===== src/hw/rtl/pdld_pkg.sv =====
package pdld_pkg;

   localparam int CFG_W = 16;
   localparam int CAP_PORT_W = 16;
   localparam int CAPTURE_BITS_DEFAULT = 16;
   localparam int LEVEL_W = 7;
   localparam int QUOT_W = 7;
   localparam int CSR_INDEX_W = 2;

   localparam logic [LEVEL_W-1:0] DUTY_FULL = 7'd100;
   localparam logic [LEVEL_W-1:0] DUTY_ZERO = 7'd0;
   localparam logic [LEVEL_W-1:0] DUTY_STEP_MIN = 7'd3;
   localparam logic [LEVEL_W-1:0] MUL_SCALE = 7'd100;

   localparam logic [1:0] OP_PERIOD = 2'd0;
   localparam logic [1:0] OP_WIDTH = 2'd1;
   localparam logic [1:0] OP_PIN = 2'd2;

   localparam logic [CSR_INDEX_W-1:0] REG_NOMINAL_PERIOD = 2'd0;
   localparam logic [CSR_INDEX_W-1:0] REG_PERIOD_TOLERANCE = 2'd1;
   localparam logic [CSR_INDEX_W-1:0] REG_STARTUP_SKIP = 2'd2;

   localparam logic [CFG_W-1:0] NOMINAL_PERIOD_RESET = 16'd1000;
   localparam logic [CFG_W-1:0] PERIOD_TOLERANCE_RESET = 16'd50;
   localparam logic [CFG_W-1:0] STARTUP_SKIP_RESET = 16'd1000;

   // floor(-50.9 + 32.8 * ln d), clamped to 0
   localparam logic [LEVEL_W-1:0] LEVEL_TABLE [0:100] = '{
      7'd0,  7'd0,  7'd0,  7'd0,  7'd0,  7'd1,  7'd7,  7'd12, 7'd17, 7'd21,
      7'd24, 7'd27, 7'd30, 7'd33, 7'd35, 7'd37, 7'd40, 7'd42, 7'd43, 7'd45,
      7'd47, 7'd48, 7'd50, 7'd51, 7'd53, 7'd54, 7'd55, 7'd57, 7'd58, 7'd59,
      7'd60, 7'd61, 7'd62, 7'd63, 7'd64, 7'd65, 7'd66, 7'd67, 7'd68, 7'd69,
      7'd70, 7'd70, 7'd71, 7'd72, 7'd73, 7'd73, 7'd74, 7'd75, 7'd76, 7'd76,
      7'd77, 7'd78, 7'd78, 7'd79, 7'd79, 7'd80, 7'd81, 7'd81, 7'd82, 7'd82,
      7'd83, 7'd83, 7'd84, 7'd84, 7'd85, 7'd86, 7'd86, 7'd87, 7'd87, 7'd87,
      7'd88, 7'd88, 7'd89, 7'd89, 7'd90, 7'd90, 7'd91, 7'd91, 7'd92, 7'd92,
      7'd92, 7'd93, 7'd93, 7'd94, 7'd94, 7'd94, 7'd95, 7'd95, 7'd95, 7'd96,
      7'd96, 7'd97, 7'd97, 7'd97, 7'd98, 7'd98, 7'd98, 7'd99, 7'd99, 7'd99,
      7'd100
   };

   typedef struct packed {
      logic busy;
      logic done;
   } div_status_type;

endpackage


===== src/hw/rtl/pwm_duty_level_decoder_core.sv =====
// Channel | Direction | Handshake           | Payload
// req     | in        | req_valid/req_ready | req_opcode, req_capture_value, req_pin_high
// rsp     | out       | rsp_valid/rsp_ready | rsp_level
// csr     | in        | csr_write_en        | csr_index, csr_wdata
//
// A period capture in the window steps through accept, tolerance check, multiply,
// divider start, seven divider steps, divider done, then the apply step. A pulse at
// least as wide as the period skips the divider; a rejected period stops at the check.
// Pin ticks go to apply; width captures, zero periods and unused opcodes end at accept.
// req_ready is low while an item is in work; one result may wait in the output
// register while the next item is accepted, and the apply step holds until it drains.
// Synchronous active-high reset; no clearing pass.
module pwm_duty_level_decoder_core #(
   parameter int CAPTURE_BITS = pdld_pkg::CAPTURE_BITS_DEFAULT
) (
   input  logic                                clock,
   input  logic                                reset,
   input  logic                                req_valid,
   output logic                                req_ready,
   input  logic [1:0]                          req_opcode,
   input  logic [pdld_pkg::CAP_PORT_W-1:0]     req_capture_value,
   input  logic                                req_pin_high,
   output logic                                rsp_valid,
   input  logic                                rsp_ready,
   output logic [pdld_pkg::LEVEL_W-1:0]        rsp_level,
   input  logic                                csr_write_en,
   input  logic [pdld_pkg::CSR_INDEX_W-1:0]    csr_index,
   input  logic [pdld_pkg::CFG_W-1:0]          csr_wdata
);
   import pdld_pkg::*;

   localparam int CAP_W = (CAPTURE_BITS < CAP_PORT_W) ? CAPTURE_BITS : CAP_PORT_W;
   localparam int NUM_W = CAP_W + QUOT_W;

   localparam logic [2:0] S_IDLE  = 3'd0;
   localparam logic [2:0] S_CHECK = 3'd1;
   localparam logic [2:0] S_MUL   = 3'd2;
   localparam logic [2:0] S_DIV   = 3'd3;
   localparam logic [2:0] S_APPLY = 3'd4;

   logic [2:0]         state_ff, state_in;
   logic [CFG_W-1:0]   nominal_ff, nominal_in;
   logic [CFG_W-1:0]   tolerance_ff, tolerance_in;
   logic [CFG_W-1:0]   skip_ff, skip_in;
   logic [CFG_W-1:0]   skipped_ff, skipped_in;
   logic [CAP_W-1:0]   width_ff, width_in;
   logic [CAP_W-1:0]   period_ff, period_in;
   logic [NUM_W-1:0]   numer_ff, numer_in;
   logic [LEVEL_W-1:0] duty_ff, duty_in;
   logic [LEVEL_W-1:0] last_ff, last_in;
   logic               have_value_ff, have_value_in;
   logic               rsp_valid_ff, rsp_valid_in;
   logic [LEVEL_W-1:0] rsp_level_ff, rsp_level_in;
   logic               div_start;
   div_status_type     div_status;
   logic [QUOT_W-1:0]  div_quot;

   logic               req_xfer;
   logic [CAP_W-1:0]   cap_in;
   logic [CFG_W-1:0]   period_ext;
   logic [CFG_W-1:0]   period_dist;
   logic               endpoint;
   logic               first_or_edge;
   logic [LEVEL_W-1:0] step;
   logic               emit;
   logic               out_free;

   pdld_div #(
      .CAP_W(CAP_W)
   ) u_div (
      .clock (clock),
      .reset (reset),
      .start (div_start),
      .numer (numer_ff),
      .denom (period_ff),
      .status(div_status),
      .quot  (div_quot)
   );

   assign req_ready   = (state_ff == S_IDLE);
   assign req_xfer    = req_valid && req_ready;
   assign cap_in      = req_capture_value[CAP_W-1:0];
   assign period_ext  = CFG_W'(period_ff);
   assign period_dist = (period_ext > nominal_ff) ? (period_ext - nominal_ff)
                                                  : (nominal_ff - period_ext);
   assign out_free    = !rsp_valid_ff || rsp_ready;

   assign endpoint      = (duty_ff == DUTY_ZERO) || (duty_ff == DUTY_FULL);
   assign first_or_edge = !have_value_ff || (endpoint && (last_ff != duty_ff));
   assign step          = (last_ff > duty_ff) ? (last_ff - duty_ff) : (duty_ff - last_ff);
   assign emit          = first_or_edge || (step > DUTY_STEP_MIN);

   always_comb begin
      nominal_in   = nominal_ff;
      tolerance_in = tolerance_ff;
      skip_in      = skip_ff;
      if (csr_write_en) begin
         case (csr_index)
            REG_NOMINAL_PERIOD:   nominal_in   = csr_wdata;
            REG_PERIOD_TOLERANCE: tolerance_in = csr_wdata;
            REG_STARTUP_SKIP:     skip_in      = csr_wdata;
            default: ;
         endcase
      end
   end

   always_comb begin
      state_in      = state_ff;
      width_in      = width_ff;
      period_in     = period_ff;
      numer_in      = numer_ff;
      duty_in       = duty_ff;
      last_in       = last_ff;
      have_value_in = have_value_ff;
      skipped_in    = skipped_ff;
      rsp_level_in  = rsp_level_ff;
      rsp_valid_in  = rsp_valid_ff && !rsp_ready;
      div_start     = 1'b0;
      case (state_ff)
         S_IDLE: begin
            if (req_xfer) begin
               case (req_opcode)
                  OP_WIDTH: width_in = cap_in;
                  OP_PIN: begin
                     duty_in  = req_pin_high ? DUTY_FULL : DUTY_ZERO;
                     state_in = S_APPLY;
                  end
                  OP_PERIOD: begin
                     period_in = cap_in;
                     if (cap_in != '0) begin
                        state_in = S_CHECK;
                     end
                  end
                  default: ;
               endcase
            end
         end
         S_CHECK: begin
            state_in = (period_dist < tolerance_ff) ? S_MUL : S_IDLE;
         end
         S_MUL: begin
            numer_in = NUM_W'(width_ff) * NUM_W'(MUL_SCALE);
            if (width_ff >= period_ff) begin
               duty_in  = DUTY_FULL;
               state_in = S_APPLY;
            end else begin
               state_in = S_DIV;
            end
         end
         S_DIV: begin
            // start the divider in the cycle after numer_ff is loaded
            if (!div_status.busy && !div_status.done) begin
               div_start = 1'b1;
            end
            if (div_status.done) begin
               duty_in  = div_quot;
               state_in = S_APPLY;
            end
         end
         S_APPLY: begin
            if (skipped_ff < skip_ff) begin
               skipped_in = skipped_ff + 1'b1;
               state_in   = S_IDLE;
            end else if (!emit) begin
               state_in = S_IDLE;
            end else if (out_free) begin
               rsp_valid_in  = 1'b1;
               rsp_level_in  = endpoint ? duty_ff : LEVEL_TABLE[duty_ff];
               last_in       = duty_ff;
               have_value_in = 1'b1;
               state_in      = S_IDLE;
            end
         end
         default: state_in = S_IDLE;
      endcase
   end

   always_ff @(posedge clock) begin
      if (reset) begin
         state_ff      <= S_IDLE;
         nominal_ff    <= NOMINAL_PERIOD_RESET;
         tolerance_ff  <= PERIOD_TOLERANCE_RESET;
         skip_ff       <= STARTUP_SKIP_RESET;
         skipped_ff    <= '0;
         width_ff      <= '0;
         last_ff       <= '0;
         have_value_ff <= 1'b0;
         rsp_valid_ff  <= 1'b0;
      end else begin
         state_ff      <= state_in;
         nominal_ff    <= nominal_in;
         tolerance_ff  <= tolerance_in;
         skip_ff       <= skip_in;
         skipped_ff    <= skipped_in;
         width_ff      <= width_in;
         last_ff       <= last_in;
         have_value_ff <= have_value_in;
         rsp_valid_ff  <= rsp_valid_in;
      end
      period_ff    <= period_in;
      numer_ff     <= numer_in;
      duty_ff      <= duty_in;
      rsp_level_ff <= rsp_level_in;
   end

   assign rsp_valid = rsp_valid_ff;
   assign rsp_level = rsp_level_ff;

`ifndef NO_ASSERTIONS
   a_result_in_range: assert property (@(posedge clock) disable iff (reset)
      rsp_valid_ff |-> (rsp_level_ff <= DUTY_FULL))
      else $error("result level above full scale");
   a_result_marks_value: assert property (@(posedge clock) disable iff (reset)
      rsp_valid_ff |-> have_value_ff)
      else $error("result sent before first value recorded");
   a_div_done_in_div: assert property (@(posedge clock) disable iff (reset)
      div_status.done |-> (state_ff == S_DIV))
      else $error("divider finished outside divide step");
   a_duty_in_range: assert property (@(posedge clock) disable iff (reset)
      (state_ff == S_APPLY) |-> (duty_ff <= DUTY_FULL))
      else $error("duty above full scale at apply");
   a_no_accept_while_dividing: assert property (@(posedge clock) disable iff (reset)
      div_status.busy |-> !req_ready)
      else $error("request accepted during division");
`endif

endmodule


===== src/hw/rtl/pdld_div.sv =====
module pdld_div #(
   parameter int CAP_W = pdld_pkg::CAPTURE_BITS_DEFAULT
) (
   input  logic                                clock,
   input  logic                                reset,
   input  logic                                start,
   input  logic [CAP_W+pdld_pkg::QUOT_W-1:0]   numer,
   input  logic [CAP_W-1:0]                    denom,
   output pdld_pkg::div_status_type            status,
   output logic [pdld_pkg::QUOT_W-1:0]         quot
);
   import pdld_pkg::*;

   localparam int NUM_W = CAP_W + QUOT_W;
   localparam int CNT_W = $clog2(QUOT_W);

   logic [NUM_W-1:0]  rem_ff, rem_in;
   logic [NUM_W-1:0]  dsh_ff, dsh_in;
   logic [QUOT_W-1:0] quot_ff, quot_in;
   logic [CNT_W-1:0]  cnt_ff, cnt_in;
   logic              busy_ff, busy_in;
   logic              done_ff, done_in;
   logic              fits;

   // restoring division, one quotient bit per cycle; numer < 2^QUOT_W * denom
   assign fits = rem_ff >= dsh_ff;

   always_comb begin
      rem_in  = rem_ff;
      dsh_in  = dsh_ff;
      quot_in = quot_ff;
      cnt_in  = cnt_ff;
      busy_in = busy_ff;
      done_in = 1'b0;
      if (start) begin
         rem_in  = numer;
         dsh_in  = {denom, {(QUOT_W-1){1'b0}}, 1'b0} >> 1;
         quot_in = '0;
         cnt_in  = CNT_W'(QUOT_W - 1);
         busy_in = 1'b1;
      end else if (busy_ff) begin
         if (fits) begin
            rem_in = rem_ff - dsh_ff;
         end
         quot_in = {quot_ff[QUOT_W-2:0], fits};
         dsh_in  = dsh_ff >> 1;
         cnt_in  = cnt_ff - 1'b1;
         if (cnt_ff == '0) begin
            busy_in = 1'b0;
            done_in = 1'b1;
         end
      end
   end

   always_ff @(posedge clock) begin
      if (reset) begin
         busy_ff <= 1'b0;
         done_ff <= 1'b0;
      end else begin
         busy_ff <= busy_in;
         done_ff <= done_in;
      end
      rem_ff  <= rem_in;
      dsh_ff  <= dsh_in;
      quot_ff <= quot_in;
      cnt_ff  <= cnt_in;
   end

   assign status.busy = busy_ff;
   assign status.done = done_ff;
   assign quot        = quot_ff;

`ifndef NO_ASSERTIONS
   a_done_ends_busy: assert property (@(posedge clock) disable iff (reset)
      done_ff |-> !busy_ff)
      else $error("divider done while still busy");
   a_done_after_busy: assert property (@(posedge clock) disable iff (reset)
      $rose(done_ff) |-> $past(busy_ff))
      else $error("divider done without a running division");
   a_count_zero_at_end: assert property (@(posedge clock) disable iff (reset)
      (busy_ff && !start && cnt_ff == '0) |=> (done_ff && !busy_ff))
      else $error("divider did not finish on last step");
`endif

endmodule

===== config.mk =====
export PLATFORM = sky130hd
export DESIGN_NAME = pwm_duty_level_decoder_core
export DESIGN_NICKNAME = d
export VERILOG_FILES = /design/src/hw/rtl/pdld_pkg.sv /design/src/hw/rtl/pwm_duty_level_decoder_core.sv /design/src/hw/rtl/pdld_div.sv
export SDC_FILE = /design/constraint.sdc
export NUM_CORES = 1
export LEC_CHECK = 0
export BUFFER_PORTS_ARGS = -buffer_cell sky130_fd_sc_hd__buf_2
export CORE_MARGIN = 5
export CORE_UTILIZATION = 63
export CTS_BUF_LIST = sky130_fd_sc_hd__clkbuf_8
export DETAILED_ROUTE_END_ITERATION = 8
export PLACE_DENSITY_LB_ADDON = 0.05
export SLEW_MARGIN = 20
export SYNTH_ARGS = -nofsm -noshare
export SYNTH_HDL_FRONTEND = slang
export SYNTH_SLANG_ARGS = --single-unit

===== constraint.sdc =====
create_clock -name clock -period 4.3 [get_ports clock]
set_input_delay 0.215 -clock clock [delete_from_list [all_inputs] [get_ports clock]]
set_output_delay 0.215 -clock clock [all_outputs]
set_load 0.01 [all_outputs]

==> impl_results.md <==
* DP HPWL at 26.32 mm
* GRT Total Usage at 27.12%
* R2r setup slk at 0.37 ns
* Syn_nets at 1846
* Synth warnings at 0
* Skew final at 0.02229 ns
* Vias in the first global route at 11180
* Clock Path Buffers at 2
* GRT overflow at 0
* CTS buffer count at 17
* Met1 layer usage reported by global route at 38.82%
* Crit Path Class: flip-flop to flip-flop
* Mapped cell area at 14130 sq um
* Synth Flop Type: dfxtp_1
* Initial antenna violation count at 0
* TNS Setup at 0 ns
* Iter 0 DRT Violations at 985
* Tot Pwr at 0.004261 W
* Die X-Extent at 159.8 microns
* Hold Crit Start: csr_wdata[3]
* Flops & latches, synth at 200
* DIE AREA at 25530 sq um
* Detailed Routing Iterations Pass 1 at 8
* Post-synth EDFFs at 90
* Vias at 11720
* Ant. Diodes at 0
* Failing checks: design-rule violations
* Post-DR vias/cell at 5.996
* Cell count after synthesis at 1609
* Share of cells above drive strength 1 at 7.701%
* Ys async rst share at 0%
* CTS tree: built
* Rows at 54
* Synth Area in Compound Gates at 19.49%
* H-Tree Depth at 4
* Synth cell types at 75
* Top cell type's share of synthesized area at 19.12%
* Routed Wire Length at 34.92 mm
* Detail Route Antenna Nets at 0
* Post-Synth Simple-Gate Area at 15.73%
* First-pass GRT wire length at 56.81 mm
* Top post-synthesis cells by area: edfxtp_1, ha_1, dfxtp_1
* Critical Path End Type: flip-flop
* Post-synthesis adder-cell area fraction at 18.18%
* Max_cap viols at 0
* Final Setup Violations at 0
* Met3 usage at 3.196%
* Slew margin rel. at 27.44%
* Fill count at 1767
* Wire per inst at 17.86 microns
* Period utilization at 91.40%
* GR peak layer: met2
* Yosys top cell by area: edfxtp_1
* WP data required at 4.70 ns
* CP arrival at 4.33 ns
* CTS sink count at 200
* Worst-Skew Late Latency at 0.49 ns
* GP Congestion at 0.9363
* Fmax at 254.5 MHz
* Leakage at 6.701 nW
* Worst hold margin at 0.01072 ns
* Grt met2 use at 44.08%
* R2R cell count at 19
* IO Pins at 51
* Clk root buf: clkbuf_8
* Hold EP: skip_ff[3]
* Outcome: finished with violations
* Area of the multi-input gates at 8310 sq um
* Power density cells at 278.7 nW/um^2
* Hold Path Stages at 2
* Worst R2R End: state_ff[1]
* Die Y at 159.8 microns
* Measured slew at the worst slew-check pin at 1.088 ns
* Sequential area share after synthesis at 34.70%
* Worst Hold Class: primary input to flip-flop
* Area Overhead vs Synth at 8.162%
* Initial Util at 64.36%
* Most frequent cells in the layout: nand2_1, inv_1, ha_1
* Count of final max-slew check failures at 0
* CP Max Fanout at 6
* Post-cts repair resize count at 0
* Nets@finish at 1899
* Synthesized area per cell at 8.784 sq um
* Main combinational cell family by area after synthesis: compound AO/OA/AOI/OAI gates
* Startpoint Class: flip-flop
* Final Util at 69.62%
* Worst r2r src: period_ext[0]
* Final hold vios at 0
* Core ar. at 21960 sq um
* Pin count of the biggest net entering global routing at 107
* Multiplexer share of the synthesized area at 1.700%
* RSZ-0062 raised after global routing: false
* Worst VDD drop at 164.2 uV
* Clk slew on worst S/H paths at 0.12 ns
* Reg area at 4905 sq um
* Port buffer count at 50
* DRC viols at 1
* Tmin final at 3.930 ns
* Xor/xnor share of the synthesized area at 3.532%
## state kept, by name, summed over array words and instances (netlist names), 16 cells and up
signal / flops
period_ext: 16
numer_ff: 21
width_ff: 16
tolerance_ff: 16
nominal_ff: 16
u_div.dsh_ff: 22
u_div.rem_ff: 23
skipped_ff: 16
skip_ff: 16
## kinds of logic (layout without fill, tap and decap cells)
group	after synthesis	in the layout
multiplexers	21	21
buffers and inverters	242	308
XOR/XNOR	57	57
adder cells (fa/ha/maj)	196	196
AND/OR/NAND/NOR	471	471
flip-flops	200	200
AO/OA/AOI/OAI	422	422
## synth_stat cells (15+ instances only)
library cell / n
a22o_1: 22
o21ai_0: 81
a21o_1: 35
nand2b_1: 23
fa_1: 16
xor2_1: 28
clkbuf_1: 45
nor2_1: 98
and3_1: 16
nand2_1: 179
nor3_1: 38
a211oi_1: 15
mux2i_1: 15
nor2b_1: 17
a21oi_1: 134
inv_1: 178
nand3_1: 32
a211o_1: 16
dfxtp_1: 110
o21a_1: 24
xnor2_1: 29
ha_1: 179
edfxtp_1: 90
## repair_timing
| action | in CTS | in global routing |
|---|---|---|
| endpoints found under the hold margin | 56 | 1 |
| hold buffers | 29 | 1 |
| buffers inserted | 0 | 2 |
| endpoints found under the setup margin | 0 | 1 |
## per-layer routing
layer  routed length [microns]  share of wire (%)
met2                     16040                 46
met3                      2175                6.2
met5                         0                  0
met1                     16130                 46
met4                       585                1.7
## worst max-delay path: stages (launching register included)
cell	delay, ns
edfxtp_1	0.46
inv_1	0.08
ha_1	0.13
inv_1	0.06
fa_1	0.41
a211oi_2	0.24
o21ai_1	0.14
nand4_1	0.12
a21oi_2	0.11
o31ai_4	0.21
buf_4	0.20
mux2_2	0.34
ha_1	0.28
a21oi_1	0.14
nor2b_1	0.06
o21ai_0	0.14
a21oi_1	0.11
o31ai_1	0.21
nand4_1	0.12
a311oi_1	0.25
## worst max path at each step
stage | start | to
after floorplan | period_ext[0] | state_ff[1]
after global placement | period_ext[0] | state_ff[1]
after detailed placement | period_ext[0] | state_ff[1]
after CTS | period_ext[0] | state_ff[1]
after global routing | period_ext[0] | state_ff[1]
final | period_ext[0] | state_ff[1]
## report_power, final
part	leakage, nW	internal, W	switching, W	total [W]
combinational	4.78	0.000390	0.000543	0.000934
sequential	1.72	0.00208	0.0000629	0.00214
clock	0.197	0.000445	0.000739	0.00118
## stage by stage
stage / setup WS (ns) / std cells / area (sq um)
after floorplan: 0.5100 / 1609 / 14130
after global placement: 0.3698 / 1891 / 14610
after detailed placement: 0.3109 / 1891 / 14610
after CTS: 0.2778 / 1952 / 15260
after global routing: 0.04504 / 1955 / 15290
final: 0.3700 / 1955 / 15290
## area by class of cell
class,count,share of cell area [%]
clock inverters,15,0.8594
inverters,178,4.371
multi-input cells,1167,54.36
flip-flops and latches,200,32.08
repair buffers,98,4.502
clock buffers,17,1.531
well taps,280,2.292
No activity file was read; power rests on OpenSTA's default activity.
